File: config.mk
export PLATFORM = sky130hd
export DESIGN_NAME = mvdp_cell
export DESIGN_NICKNAME = d
export VERILOG_FILES = /design/src/rtl/mvdp_pkg.sv /design/src/rtl/mvdp_cell.sv
export SDC_FILE = /design/constraint.sdc
export NUM_CORES = 1
export LEC_CHECK = 0
export ABC_AREA = 0
export BUFFER_PORTS_ARGS = -buffer_cell sky130_fd_sc_hd__buf_2
export CORE_ASPECT_RATIO = 0.7
export CORE_UTILIZATION = 30
export CTS_CLUSTER_SIZE = 8
export DETAILED_ROUTE_END_ITERATION = 16
export MAX_ROUTING_LAYER = met4
export PLACE_DENSITY = 0.64
export RECOVER_POWER = 25
export SLEW_MARGIN = 25
export SYNTH_ARGS = -nofsm -noshare
export SYNTH_HDL_FRONTEND = slang
export SYNTH_SLANG_ARGS = --single-unit
File: constraint.sdc
create_clock -name clock -period 4.8 [get_ports clock]
set_clock_uncertainty 0.15 [all_clocks]
set_input_delay 0.72 -clock clock [delete_from_list [all_inputs] [get_ports clock]]
set_output_delay 0.72 -clock clock [all_outputs]
set_load 0.005 [all_outputs]
File: src/rtl/mvdp_pkg.sv
// Shared types and constants for the meshlet vertex dedup packer.
package mvdp_pkg;

   localparam int VERTEX_W = 32;
   localparam int CORNERS = 3;
   localparam int MAX_VERTS_W = 7;
   localparam int MAX_PRIMS_W = 9;
   localparam int LOCAL_W = 6;
   localparam int CSR_INDEX_W = 1;
   localparam int CSR_DATA_W = 9;
   localparam int DEFAULT_VERT_SLOTS = 64;

   localparam logic [MAX_VERTS_W-1:0] MAX_VERTS_RESET = 7'd64;
   localparam logic [MAX_PRIMS_W-1:0] MAX_PRIMS_RESET = 9'd64;

   localparam logic [CSR_INDEX_W-1:0] REG_MAX_VERTS = 1'b0;
   localparam logic [CSR_INDEX_W-1:0] REG_MAX_PRIMS = 1'b1;

   typedef struct packed {
      logic                              valid;
      logic [CORNERS-1:0][VERTEX_W-1:0]  corner;
   } token_type;

endpackage

File: src/rtl/mvdp_cell.sv
// One vertex slot of the dedup chain: stores a vertex and matches passing triangles.
module mvdp_cell
   import mvdp_pkg::*;
#(
   parameter int VERT_SLOTS = DEFAULT_VERT_SLOTS,
   parameter int IDX = 0,
   localparam int SLOT_W = $clog2(VERT_SLOTS),
   localparam int CNT_W = $clog2(VERT_SLOTS + 1)
) (
   input  logic                            clock,
   input  logic                            reset,
   input  logic [CNT_W-1:0]                used,
   input  token_type                       tok_in,
   input  logic [CORNERS-1:0]              found_in,
   input  logic [CORNERS-1:0][SLOT_W-1:0]  slot_in,
   output token_type                       tok_out,
   output logic [CORNERS-1:0]              found_out,
   output logic [CORNERS-1:0][SLOT_W-1:0]  slot_out,
   input  logic                            wr_en,
   input  logic [CORNERS-1:0]              wr_new,
   input  logic [CORNERS-1:0][SLOT_W-1:0]  wr_slot,
   input  token_type                       wr_tok
);

   logic [VERTEX_W-1:0]             vert_ff;
   logic                            tok_valid_ff;
   logic [CORNERS-1:0][VERTEX_W-1:0] tok_corner_ff;
   logic [CORNERS-1:0]              found_ff;
   logic [CORNERS-1:0]              found_in_next;
   logic [CORNERS-1:0][SLOT_W-1:0]  slot_ff;
   logic [CORNERS-1:0][SLOT_W-1:0]  slot_in_next;
   logic                            live;

   assign live = tok_in.valid && (used > CNT_W'(IDX));

   always_comb begin
      found_in_next = found_in;
      slot_in_next = slot_in;
      for (int j = 0; j < CORNERS; j++) begin
         if (live && (vert_ff == tok_in.corner[j])) begin
            found_in_next[j] = 1'b1;
            slot_in_next[j] = SLOT_W'(IDX);
         end
      end
   end

   always_ff @(posedge clock) begin
      if (reset) begin
         tok_valid_ff <= 1'b0;
      end else begin
         tok_valid_ff <= tok_in.valid;
      end
      tok_corner_ff <= tok_in.corner;
      found_ff <= found_in_next;
      slot_ff <= slot_in_next;
   end

   always_ff @(posedge clock) begin
      if (wr_en) begin
         for (int j = 0; j < CORNERS; j++) begin
            if (wr_new[j] && (wr_slot[j] == SLOT_W'(IDX))) begin
               vert_ff <= wr_tok.corner[j];
            end
         end
      end
   end

   assign tok_out.valid = tok_valid_ff;
   assign tok_out.corner = tok_corner_ff;
   assign found_out = found_ff;
   assign slot_out = slot_ff;

endmodule
# Yosys cells after proc, flatten, opt, wreduce, memory -nomap -nowiden

Cells that the tools add are included.
W data, S select, Z words.

Add/sub/neg operators: 0
Shifts and indexed selects: 0
Multiplexer cells: 3
Equality and inequality tests: 3
Reduce and logical (&&, ||, !) cells: 12
Divide/modulo/power cells: 0
Order comparisons: 1
Bitwise logic cells: 0
Multiply operators: 0

Operators with widths:

| cell                 | count |
|---|---|
| $eq A32 B32 Y1       | 3 |
| $mux W32             | 3 |
| $logic_not A6 Y1     | 3 |
| $gt A7 B1 Y1 const B | 1 |
| $logic_and A1 B1 Y1  | 7 |
| $reduce_bool A3 Y1   | 1 |
| $reduce_and A2 Y1    | 1 |

Input bits: 246
Memories: 0
Memory bits (writable): 0
Memory bits (read-only): 0
Output and inout port bits: 118
Latch bits: 0
Logic and storage cells: 30
Register bits after elaboration: 150

# Longest topological paths before layout

Gate-level depths: netlist of the first run.

Word-level depth: 5
Gate-level depth with buffers: 6
Mapped depth without buffers: 4

# Worst setup path before layout of the first run

Ideal clock, no wire load.

Kind: input-to-reg
Start: input port wr_slot[7] (netlist bit)
End: register vert_ff[0] (enable)
Library setup time: 0.441 ns
Path buffers: 1
Arrival time: 3.285 ns
Stages: 4
Data required time: 4.209 ns
Slack: 0.924 ns
Path through: nor4_1 -> nand3_1 -> buf_4 -> a31oi_1

Longest elaborated chain between the ends: 4

RTL lines:

| what                         | line            | RTL |
|---|---|---|
| start, declared              | mvdp_cell.sv:21 | `input logic [CORNERS-1:0][SLOT_W-1:0] wr_slot,` |
| $logic_not A6 Y1             | mvdp_cell.sv:61 | `if (wr_new[j] && (wr_slot[j] == SLOT_W'(IDX))) begin` |
| $logic_and A1 B1 Y1          | mvdp_cell.sv:61 |  |
| $reduce_bool A3 Y1 (no line) | --              |  |
| $reduce_and A2 Y1 (no line)  | --              |  |
| end signal, assigned         | mvdp_cell.sv:62 | `vert_ff <= wr_tok.corner[j];` |
| end, declared                | mvdp_cell.sv:25 | `logic [VERTEX_W-1:0] vert_ff;` |

Every way passes these cells.
A chain may end at the register's enable or synchronous reset.

# Worst setup path in the final report of the first run

Start: input port wr_slot[7] (netlist bit)
End: register vert_ff[28] (enable)

The elaborated chain is that of the path after synthesis.

==> results of run 1 <==
[routing by layer]
metal,wire length (um),vias to the layer above,track usage [%],part of all wire (%)
li1,-,2276,-,-
met1,8141,2121,25.50,44
met2,8890,197,33.68,48
met3,1252,14,5.491,6.8
met4,143,0,4.906,0.78
met5,0,-,-,0
[worst register-to-register path, stage by stage, from the launching register on]
cell,delay (ns)
edfxtp_1,0.51
xnor2_1,0.21
nand4_1,0.23
nor4_2,0.84
a31oi_1,0.18
[synth_stat cells]
library cell	number	share of area [%]
nand3_1	1	0.093
buf_1	1	0.070
a31o_1	3	0.49
nor4b_1	2	0.33
edfxtp_1	32	18
nand2_1	2	0.14
a31oi_1	19	2.2
buf_4	4	0.56
xnor2_1	96	16
nor2b_1	1	0.12
inv_1	19	1.3
mux2i_1	32	6.0
a21oi_1	32	3.0
nor4_1	2	0.23
dfxtp_1	118	44
a21boi_0	1	0.14
nor3_1	3	0.28
nand4_1	24	2.8
nor4_4	4	1.6
clkbuf_1	8	0.56
nor2_1	33	2.3
nor4_2	2	0.47
[cell families after synthesis]
logic type / after synthesis / synth area share, %
muxes: 32 / 5.954
xor gates and xnor gates: 96 / 15.63
buffers and inverters: 32 / 2.512
and+or+nand+nor: 74 / 8.325
DFF: 150 / 61.77
AOI/OAI and AO/OA: 55 / 5.814
[power groups by stage]
stage	clock [mW]	sequential [mW]	combinational [mW]
3_5_place_dp	0	1.39	0.279
6_report	1.29	1.36	0.266
5_1_grt	1.39	1.36	0.293
2_1_floorplan	0	1.40	0.0806
4_1_cts	1.32	1.36	0.280
3_3_place_gp	0	1.39	0.275
[worst max-delay path by stage]
| stage | endpoint | depth (start not counted) |
|---|---|---|
| floorplan | vert_ff[0]$_DFFE_PP_ | 4 |
| global placement | vert_ff[5]$_DFFE_PP_ | 5 |
| detailed placement | vert_ff[4]$_DFFE_PP_ | 6 |
| CTS | vert_ff[28]$_DFFE_PP_ | 6 |
| global route | vert_ff[28]$_DFFE_PP_ | 6 |
| finish | vert_ff[28]$_DFFE_PP_ | 6 |
[flip-flops by register name, summed over array words and instances, names as in the netlist]
register      cells
tok_out          96
vert_ff          32
slot_out         18
found_out         3
tok_valid_ff      1
[cell type report]
type                       instances  area share, %
antenna                            3        0.09416
clock buffer                      18          5.383
clock inverter                    14          1.742
inverter                          19         0.8945
multi-input combinational        257          24.39
sequential                       150          41.68
tap                              231          3.625
timing repair buffer             366          22.19
[stage by stage]
step           cell area, um2  hold WS [ns]  util (%)  instances
6_report                 7973        0.2844     45.91       1058
5_1_grt                  7973        0.2575     45.91       1058
4_1_cts                  8058        0.2544     46.40       1055
3_5_place_dp             7490        0.6981     43.13       1023
3_3_place_gp             7462        0.6964     42.97       1022
2_1_floorplan            5380        0.5977         -        439
==> impl_metrics.json, run 1 <==
{
  "finalHoldViolCount": 0,
  "ant_nets": 0,
  "core_um2": 17370,
  "setup_tns_ns": 0,
  "fp.dieW_um": 162.1,
  "htreeDepth": 4,
  "p_int_mw": 2.218,
  "crit_start": "wr_slot[7]",
  "switching_share_pct": 24.07,
  "drv_slew": 0,
  "dp_hpwl_um": 15210,
  "clk_pin_slew_ns": 0.06,
  "slowest_delay_ns": 0.59,
  "yosysWarnings": 0,
  "vias": 4608,
  "worst-setup-path-type": "input pin to flip-flop",
  "wl_per_cell_um": 17.42,
  "ys_seq_elements": 150,
  "multi_input_area_um2": 1944,
  "fillCellCount": 1707,
  "cp_top_family": "buffers and inverters",
  "dieArea_um2": 18480,
  "reg2reg_depth": 4,
  "area_growth_pct": 48.19,
  "initial_core_util_pct": 30.98,
  "layout_commonest_cell": "buf_2",
  "power_mw": 2.921,
  "tightest_slew_ns": 0.9544,
  "syn-cell-area_um2": 5380,
  "drtIter0Drc": 305,
  "timing.final.crit_period_ns": 2.450,
  "relSlewSlack_pct": 35.84,
  "grt_pass1_wl_um": 26160,
  "cts_setup_buffers": 0,
  "die_h_um": 114.0,
  "numCtsBuffers": 17,
  "post_cts_resized": 0,
  "syn_inst": 439,
  "power_density_nw_per_um2": 366.4,
  "crit_path_top_delay_cell": "a31oi_4",
  "syn_avg_cell_area_um2": 12.26,
  "crit_chain": "buf_2 -> nor4_1 -> nand3_2 -> buf_4 -> a31oi_4 -> buf_16",
  "r2r_end": "slot_out[14]$_SDFF_PP0_",
  "rsz0062_at_grt": "false",
  "end_kind": "flip-flop",
  "antenna_found_initial": 3,
  "seq_area_um2": 3323,
  "required_ns": 4.77,
  "syn_nets": 685,
  "cts_buffer_depth": 2,
  "min-delay-start": "tok_in[29]",
  "grt_pass1_vias": 4582,
  "power_switching_mw": 0.7031,
  "outcome": "complete, no violations",
  "crit_buf_inv": 3,
  "startpoint_type": "input pin",
  "layout_common_cells": "buf_2 (288), dfxtp_1 (118), xnor2_1 (96)",
  "grt_max_degree": 65,
  "rows": 40,
  "whs_path_depth": 1,
  "grt_overflow": 0,
  "maxCapViolCount": 0,
  "cts_root_buffer": "clkbuf_16",
  "clock-sinks": 150,
  "drt_wl_total_um": 18430,
  "clock_latency_ns": 0.42,
  "drive_above_1_share_pct": 40.29,
  "synth_cell_types": 22,
  "io_buffers": 362,
  "cts_hold_buffers": 0,
  "worstPathMaxFanout": 33,
  "power_frac_seq_pct": 46.6,
  "via_per_inst": 4.355,
  "combPwrFrac_pct": 9.1,
  "hp-class": "input pin to flip-flop",
  "fin_ws_ns": 2.350,
  "drt_pass1_iterations": 5,
  "pwr-share-clk_pct": 44.3,
  "place_ws_ns": 1.872,
  "drc": 0,
  "place.gp.congestion": 0.8059,
  "worstPathArrival_ns": 2.42,
  "track_usage_pct": 20.66,
  "fin_crit_sh_pct": 51.05,
  "vdd_drop_max_v": 0.0001761,
  "reg2reg_from": "vert_ff[17]$_DFFE_PP_",
  "cts_tree": "built",
  "total_leakage_power_nw": 3.670,
  "hold_end": "tok_out[29]$_DFF_P_",
  "setup_viol": 0,
  "yosysSeqAreaShare_pct": 61.77,
  "final_nets": 1057,
  "max_freq_mhz": 408.1,
  "rrSetupSlack_ns": 2.53,
  "io_pins": 364
}
Power figures use the tool's default switching activity.
==> run 2: changes to the inputs <==
--- a/config.mk
+++ b/config.mk
@@ -12,7 +12,7 @@
 export CTS_CLUSTER_SIZE = 8
 export DETAILED_ROUTE_END_ITERATION = 16
 export MAX_ROUTING_LAYER = met4
-export PLACE_DENSITY = 0.64
+export PLACE_DENSITY = 0.66
 export RECOVER_POWER = 25
 export SLEW_MARGIN = 25
 export SYNTH_ARGS = -nofsm -noshare
==> constraint.sdc (replaced) <==
create_clock -name clock -period 2.17 [get_ports clock]
set_clock_uncertainty 0.15 [all_clocks]
set_input_delay 0.3255 -clock clock [delete_from_list [all_inputs] [get_ports clock]]
set_output_delay 0.3255 -clock clock [all_outputs]
set_load 0.005 [all_outputs]
==> impl_metrics.json, run 2 (synthesized netlist as in run 1, its figures left out) <==
{
  "cts_tree": "built",
  "io_buffers": 362,
  "cp_top_family": "simple AND/OR/NAND/NOR gates",
  "crit_end": "slot_out[9]$_SDFF_PP0_",
  "power_mw": 6.783,
  "dp_hpwl_um": 14720,
  "worstPathMaxFanout": 7,
  "io_pins": 364,
  "rsz0062_at_grt": "false",
  "max_freq_mhz": 495.6,
  "pwr-share-clk_pct": 44.2,
  "grt_max_degree": 39,
  "combPwrFrac_pct": 11.5,
  "timing.final.crit_period_ns": 2.018,
  "hp-class": "input pin to flip-flop",
  "area_growth_pct": 71.88,
  "power_switching_mw": 1.626,
  "via_per_inst": 4.351,
  "switching_share_pct": 23.97,
  "grt_pass1_vias": 5265,
  "worst-setup-path-type": "input pin to flip-flop",
  "core_um2": 17370,
  "vdd_drop_max_v": 0.0003267,
  "relSlewSlack_pct": 62.20,
  "fin_ws_ns": 0.1522,
  "crit_start": "tok_in[51]",
  "power_frac_seq_pct": 44.3,
  "track_usage_pct": 21.97,
  "initial_core_util_pct": 30.98,
  "r2r_end": "slot_out[0]$_SDFF_PP0_",
  "p_int_mw": 5.157,
  "n_antenna_cell": 0,
  "tightest_slew_ns": 0.5627,
  "ant_nets": 0,
  "grt_overflow": 0,
  "startpoint_type": "input pin",
  "rows": 40,
  "setup_tns_ns": 0,
  "fin_util_pct": 53.25,
  "cts_buffer_depth": 2,
  "worstPathArrival_ns": 2.15,
  "required_ns": 2.30,
  "antenna_found_initial": 0,
  "vias": 5139,
  "final_nets": 1183,
  "slowest_delay_ns": 0.55,
  "place.gp.congestion": 0.8162,
  "reg2reg_from": "vert_ff[3]$_DFFE_PP_",
  "crit_buf_inv": 2,
  "clk_pin_slew_ns": 0.07,
  "fin_crit_sh_pct": 92.99,
  "largest_register_ffs": 96,
  "maxCapViolCount": 0,
  "numCtsBuffers": 17,
  "power_density_nw_per_um2": 733.4,
  "fp.dieW_um": 162.1,
  "drive_above_1_share_pct": 35.89,
  "drv_slew": 0,
  "fillCellCount": 1551,
  "wl_per_cell_um": 16.80,
  "clock-sinks": 150,
  "htreeDepth": 4,
  "end_kind": "flip-flop",
  "clock_latency_ns": 0.42,
  "rrSetupSlack_ns": 0.19,
  "cp.depth": 6,
  "crit_chain": "dlygate4sd3_1 -> clkbuf_1 -> xnor2_1 -> nand4_1 -> nor4_4 -> a31oi_1",
  "place_ws_ns": 0.1392,
  "drtIter0Drc": 302,
  "drt_wl_total_um": 19840,
  "reg2reg_depth": 4,
  "total_leakage_power_nw": 4.208,
  "drc": 0,
  "setup_viol": 0,
  "grt_pass1_wl_um": 28500,
  "finalHoldViolCount": 0,
  "layout_commonest_cell": "buf_2",
  "layout_common_cells": "buf_2 (287), dlygate4sd3_1 (119), dfxtp_1 (118)",
  "die_h_um": 114.0,
  "drt_pass1_iterations": 4,
  "crit_path_top_delay_cell": "dlygate4sd3_1",
  "cts_root_buffer": "clkbuf_16",
  "outcome": "complete, no violations",
  "dieArea_um2": 18480
}
-- run 2: cell types whose count changed in the layout (fill, tap and decap cells not counted), sizes merged --
cell and change:
inv +1, buf +6, bufinv +1, dlygate4sd3 +119, diode -3, clkinvlp +2
clkinv -3
-- run 2: how the worst min path moves through the flow --
stage / from / depth (start not counted) / endpoint / slack (ns)
finish: wr_tok[92] / 3 / vert_ff[28]$_DFFE_PP_ / 0.07
global route: wr_tok[72] / 3 / vert_ff[8]$_DFFE_PP_ / 0.07
CTS: wr_tok[72] / 3 / vert_ff[8]$_DFFE_PP_ / 0.06
detailed placement: tok_in[29] / 1 / tok_out[29]$_DFF_P_ / 0.30
global placement: tok_in[9] / 1 / tok_out[9]$_DFF_P_ / 0.30
floorplan: tok_in[0] / 0 / tok_out[0]$_DFF_P_ / 0.20
-- run 2: metrics by stage --
| stage | hold WS [ns] | std cells | instance area (um2) |
|---|---|---|---|
| finish | 0.07330 | 1181 | 9248 |
| CTS | 0.05611 | 1181 | 9341 |
| global route | 0.06980 | 1181 | 9248 |
| floorplan | 0.2032 | 439 | 5434 |
| detailed placement | 0.3033 | 1030 | 7560 |
| global placement | 0.3024 | 1030 | 7560 |
-- run 2: layout make-up --
class / instances / area [um2] / area share (%)
Multi-Input combinational cell: 257 / 1957 / 21.16
Inverter: 19 / 71.32 / 0.7712
Timing Repair Buffer: 492 / 3017 / 32.62
Clock inverter: 15 / 165.2 / 1.786
Sequential cell: 150 / 3323 / 35.94
Clock buffer: 17 / 425.4 / 4.600
Tap cell: 231 / 289.0 / 3.125
-- run 2: timing repair --
| action | 4_1_cts | 5_1_grt |
|---|---|---|
| gates resized for setup | 0 | 0 |
| setup buffers | 0 | 0 |
| endpoints found under the hold margin | 118 | 0 |
| hold buffers | 119 | 0 |
| setup endpoints to repair | 0 | 9 |
-- run 2: routing by layer --
layer  up-vias  GRT usage, %  part of all wire (%)
met5         -             -                     0
met4         0         5.975                   1.2
met3        21         4.691                   7.1
met2       219         37.28                    49
met1      2380         26.38                    42
li1       2519             -                     -
-- run 2: tightest hold or removal path: stages --
cell and delay [ns]:
buf_2 0.07, nor2_1 0.03, a21oi_1 0.10
-- run 2: power by group through the flow --
stage          Sequential (mW)  Clock [mW]  Combinational, mW
6_report                  3.01        3.00              0.780
5_1_grt                   3.02        3.18              0.845
4_1_cts                   3.01        3.04              0.796
3_5_place_dp              3.07           0              0.624
3_3_place_gp              3.07           0              0.621
2_1_floorplan             3.09           0              0.180
==> run 3: changes to the inputs <==
--- a/config.mk
+++ b/config.mk
@@ -8,11 +8,12 @@
 export ABC_AREA = 0
 export BUFFER_PORTS_ARGS = -buffer_cell sky130_fd_sc_hd__buf_2
 export CORE_ASPECT_RATIO = 0.7
+export CORE_MARGIN = 2
 export CORE_UTILIZATION = 30
 export CTS_CLUSTER_SIZE = 8
 export DETAILED_ROUTE_END_ITERATION = 16
 export MAX_ROUTING_LAYER = met4
-export PLACE_DENSITY = 0.66
+export PLACE_DENSITY = 0.64
 export RECOVER_POWER = 25
 export SLEW_MARGIN = 25
 export SYNTH_ARGS = -nofsm -noshare
==> constraint.sdc (replaced) <==
create_clock -name clock -period 2.07 [get_ports clock]
set_clock_uncertainty 0.15 [all_clocks]
set_input_delay 0.3105 -clock clock [delete_from_list [all_inputs] [get_ports clock]]
set_output_delay 0.3105 -clock clock [all_outputs]
set_load 0.005 [all_outputs]
==> impl_metrics.json, run 3 (synthesized netlist as in run 1, its figures left out) <==
{
  "outcome": "complete, no violations",
  "wl_per_cell_um": 16.98,
  "maxCapViolCount": 0,
  "power_density_nw_per_um2": 772.3,
  "worstPathMaxFanout": 7,
  "rsz0062_at_grt": "false",
  "ant_nets": 0,
  "cts_buffer_depth": 2,
  "max_freq_mhz": 516.2,
  "combPwrFrac_pct": 11.2,
  "cts_root_buffer": "clkbuf_16",
  "required_ns": 2.20,
  "vdd_drop_max_v": 0.0004593,
  "place.gp.congestion": 0.8200,
  "setup_viol": 0,
  "io_buffers": 362,
  "drt_wl_total_um": 20100,
  "total_leakage_power_nw": 4.260,
  "htreeDepth": 4,
  "antenna_found_initial": 0,
  "clock-sinks": 150,
  "largest_register_ffs": 96,
  "hp-class": "input pin to flip-flop",
  "switching_share_pct": 22.76,
  "grt_pass1_vias": 5201,
  "final_nets": 1186,
  "end_kind": "flip-flop",
  "fp.dieW_um": 164.1,
  "finalHoldViolCount": 0,
  "vias": 5139,
  "dieArea_um2": 19040,
  "drc": 0,
  "pwr-share-clk_pct": 44.9,
  "drive_above_1_share_pct": 36.20,
  "startpoint_type": "flip-flop",
  "drtIter0Drc": 218,
  "track_usage_pct": 21.19,
  "layout_common_cells": "buf_2 (287), dlygate4sd3_1 (119), dfxtp_1 (118)",
  "fin_util_pct": 53.67,
  "tightest_slew_ns": 0.4682,
  "grt_pass1_wl_um": 28240,
  "placed_area_um2": 7584,
  "rows": 40,
  "clk_pin_slew_ns": 0.06,
  "core_um2": 17370,
  "via_per_inst": 4.340,
  "wl_met3_um": 1296,
  "place_inst": 1032,
  "cts_tree": "built",
  "clock_latency_ns": 0.42,
  "wl_met2_um": 9861,
  "io_pins": 364,
  "drt_pass1_iterations": 4,
  "worstPathArrival_ns": 2.07,
  "power_switching_mw": 1.638,
  "dr.max_layer_used": "met4",
  "grt_max_degree": 34,
  "final_cells": 1184,
  "timing.final.crit_period_ns": 1.937,
  "post_cts_resized": 0,
  "fin_area_um2": 9320,
  "p_int_mw": 5.560,
  "initial_core_util_pct": 30.98,
  "numCtsBuffers": 17,
  "drv_slew": 0,
  "grt_overflow": 0,
  "fin_crit_sh_pct": 93.58,
  "dp_hpwl_um": 15500,
  "relSlewSlack_pct": 68.55,
  "die_h_um": 116.0,
  "wl_met1_um": 8692,
  "n_antenna_cell": 0,
  "layout_commonest_cell": "buf_2",
  "area_growth_pct": 73.23,
  "power_frac_seq_pct": 43.9,
  "power_mw": 7.198,
  "worst-setup-path-type": "flip-flop to flip-flop"
}
-- run 3: worst paths after layout --
check,startpoint,to,slack (ns),cells past startpoint
min,wr_tok[95],vert_ff[31]$_DFFE_PP_,0.06,3
min reg2reg,vert_ff[7]$_DFFE_PP_,slot_out[7]$_SDFF_PP0_,0.78,4
max reg2reg,vert_ff[18]$_DFFE_PP_,slot_out[11]$_SDFF_PP0_,0.13,4
max,vert_ff[18]$_DFFE_PP_,slot_out[11]$_SDFF_PP0_,0.13,4
-- run 3: cell type report --
| type | count | area, um2 |
|---|---|---|
| Clock inverter | 10 | 102.6 |
| Multi-Input combinational cell | 257 | 1966 |
| Inverter | 19 | 71.32 |
| Sequential cell | 150 | 3323 |
| Fill cell | 1551 | 8046 |
| Clock buffer | 22 | 528.0 |
| Timing Repair Buffer | 495 | 3040 |
| Tap cell | 231 | 289.0 |
-- run 3: timing repair --
action / CTS / global route
endpoints found under the hold margin: 118 / 0
hold buffers: 119 / 0
setup endpoints to repair: 0 / 7
buffers inserted: 0 / 1
-- run 3: worst max-delay path, stage by stage, from the launching register on --
cell      delay (ns)
edfxtp_1        0.54
xnor2_1         0.21
nand4_1         0.20
nor4_4          0.53
a31oi_1         0.16
-- run 3: through the flow --
step	setup TNS, ns	hold slack, ns	setup WS [ns]
global placement	0	0.2868	0.09157
global route	0	0.04454	0.03052
floorplan	-2.051	0.1882	-0.06408
detailed placement	0	0.2889	0.03384
finish	0	0.06244	0.1328
CTS	0	0.04746	0.02324
-- run 3: power groups by stage --
stage	registers [mW]	clock network, mW	logic [mW]
final	3.16	3.23	0.809
after global routing	3.17	3.43	0.883
after CTS	3.16	3.29	0.832
after detailed placement	3.22	0	0.652
after global placement	3.22	0	0.650
after floorplan	3.24	0	0.190
-- run 3: metal layers --
metal | global-route usage [%] | up-vias
met3 | 4.689 | 18
met4 | 5.906 | 0
li1 | - | 2526
met2 | 35.73 | 234
met5 | - | -
met1 | 25.65 | 2361
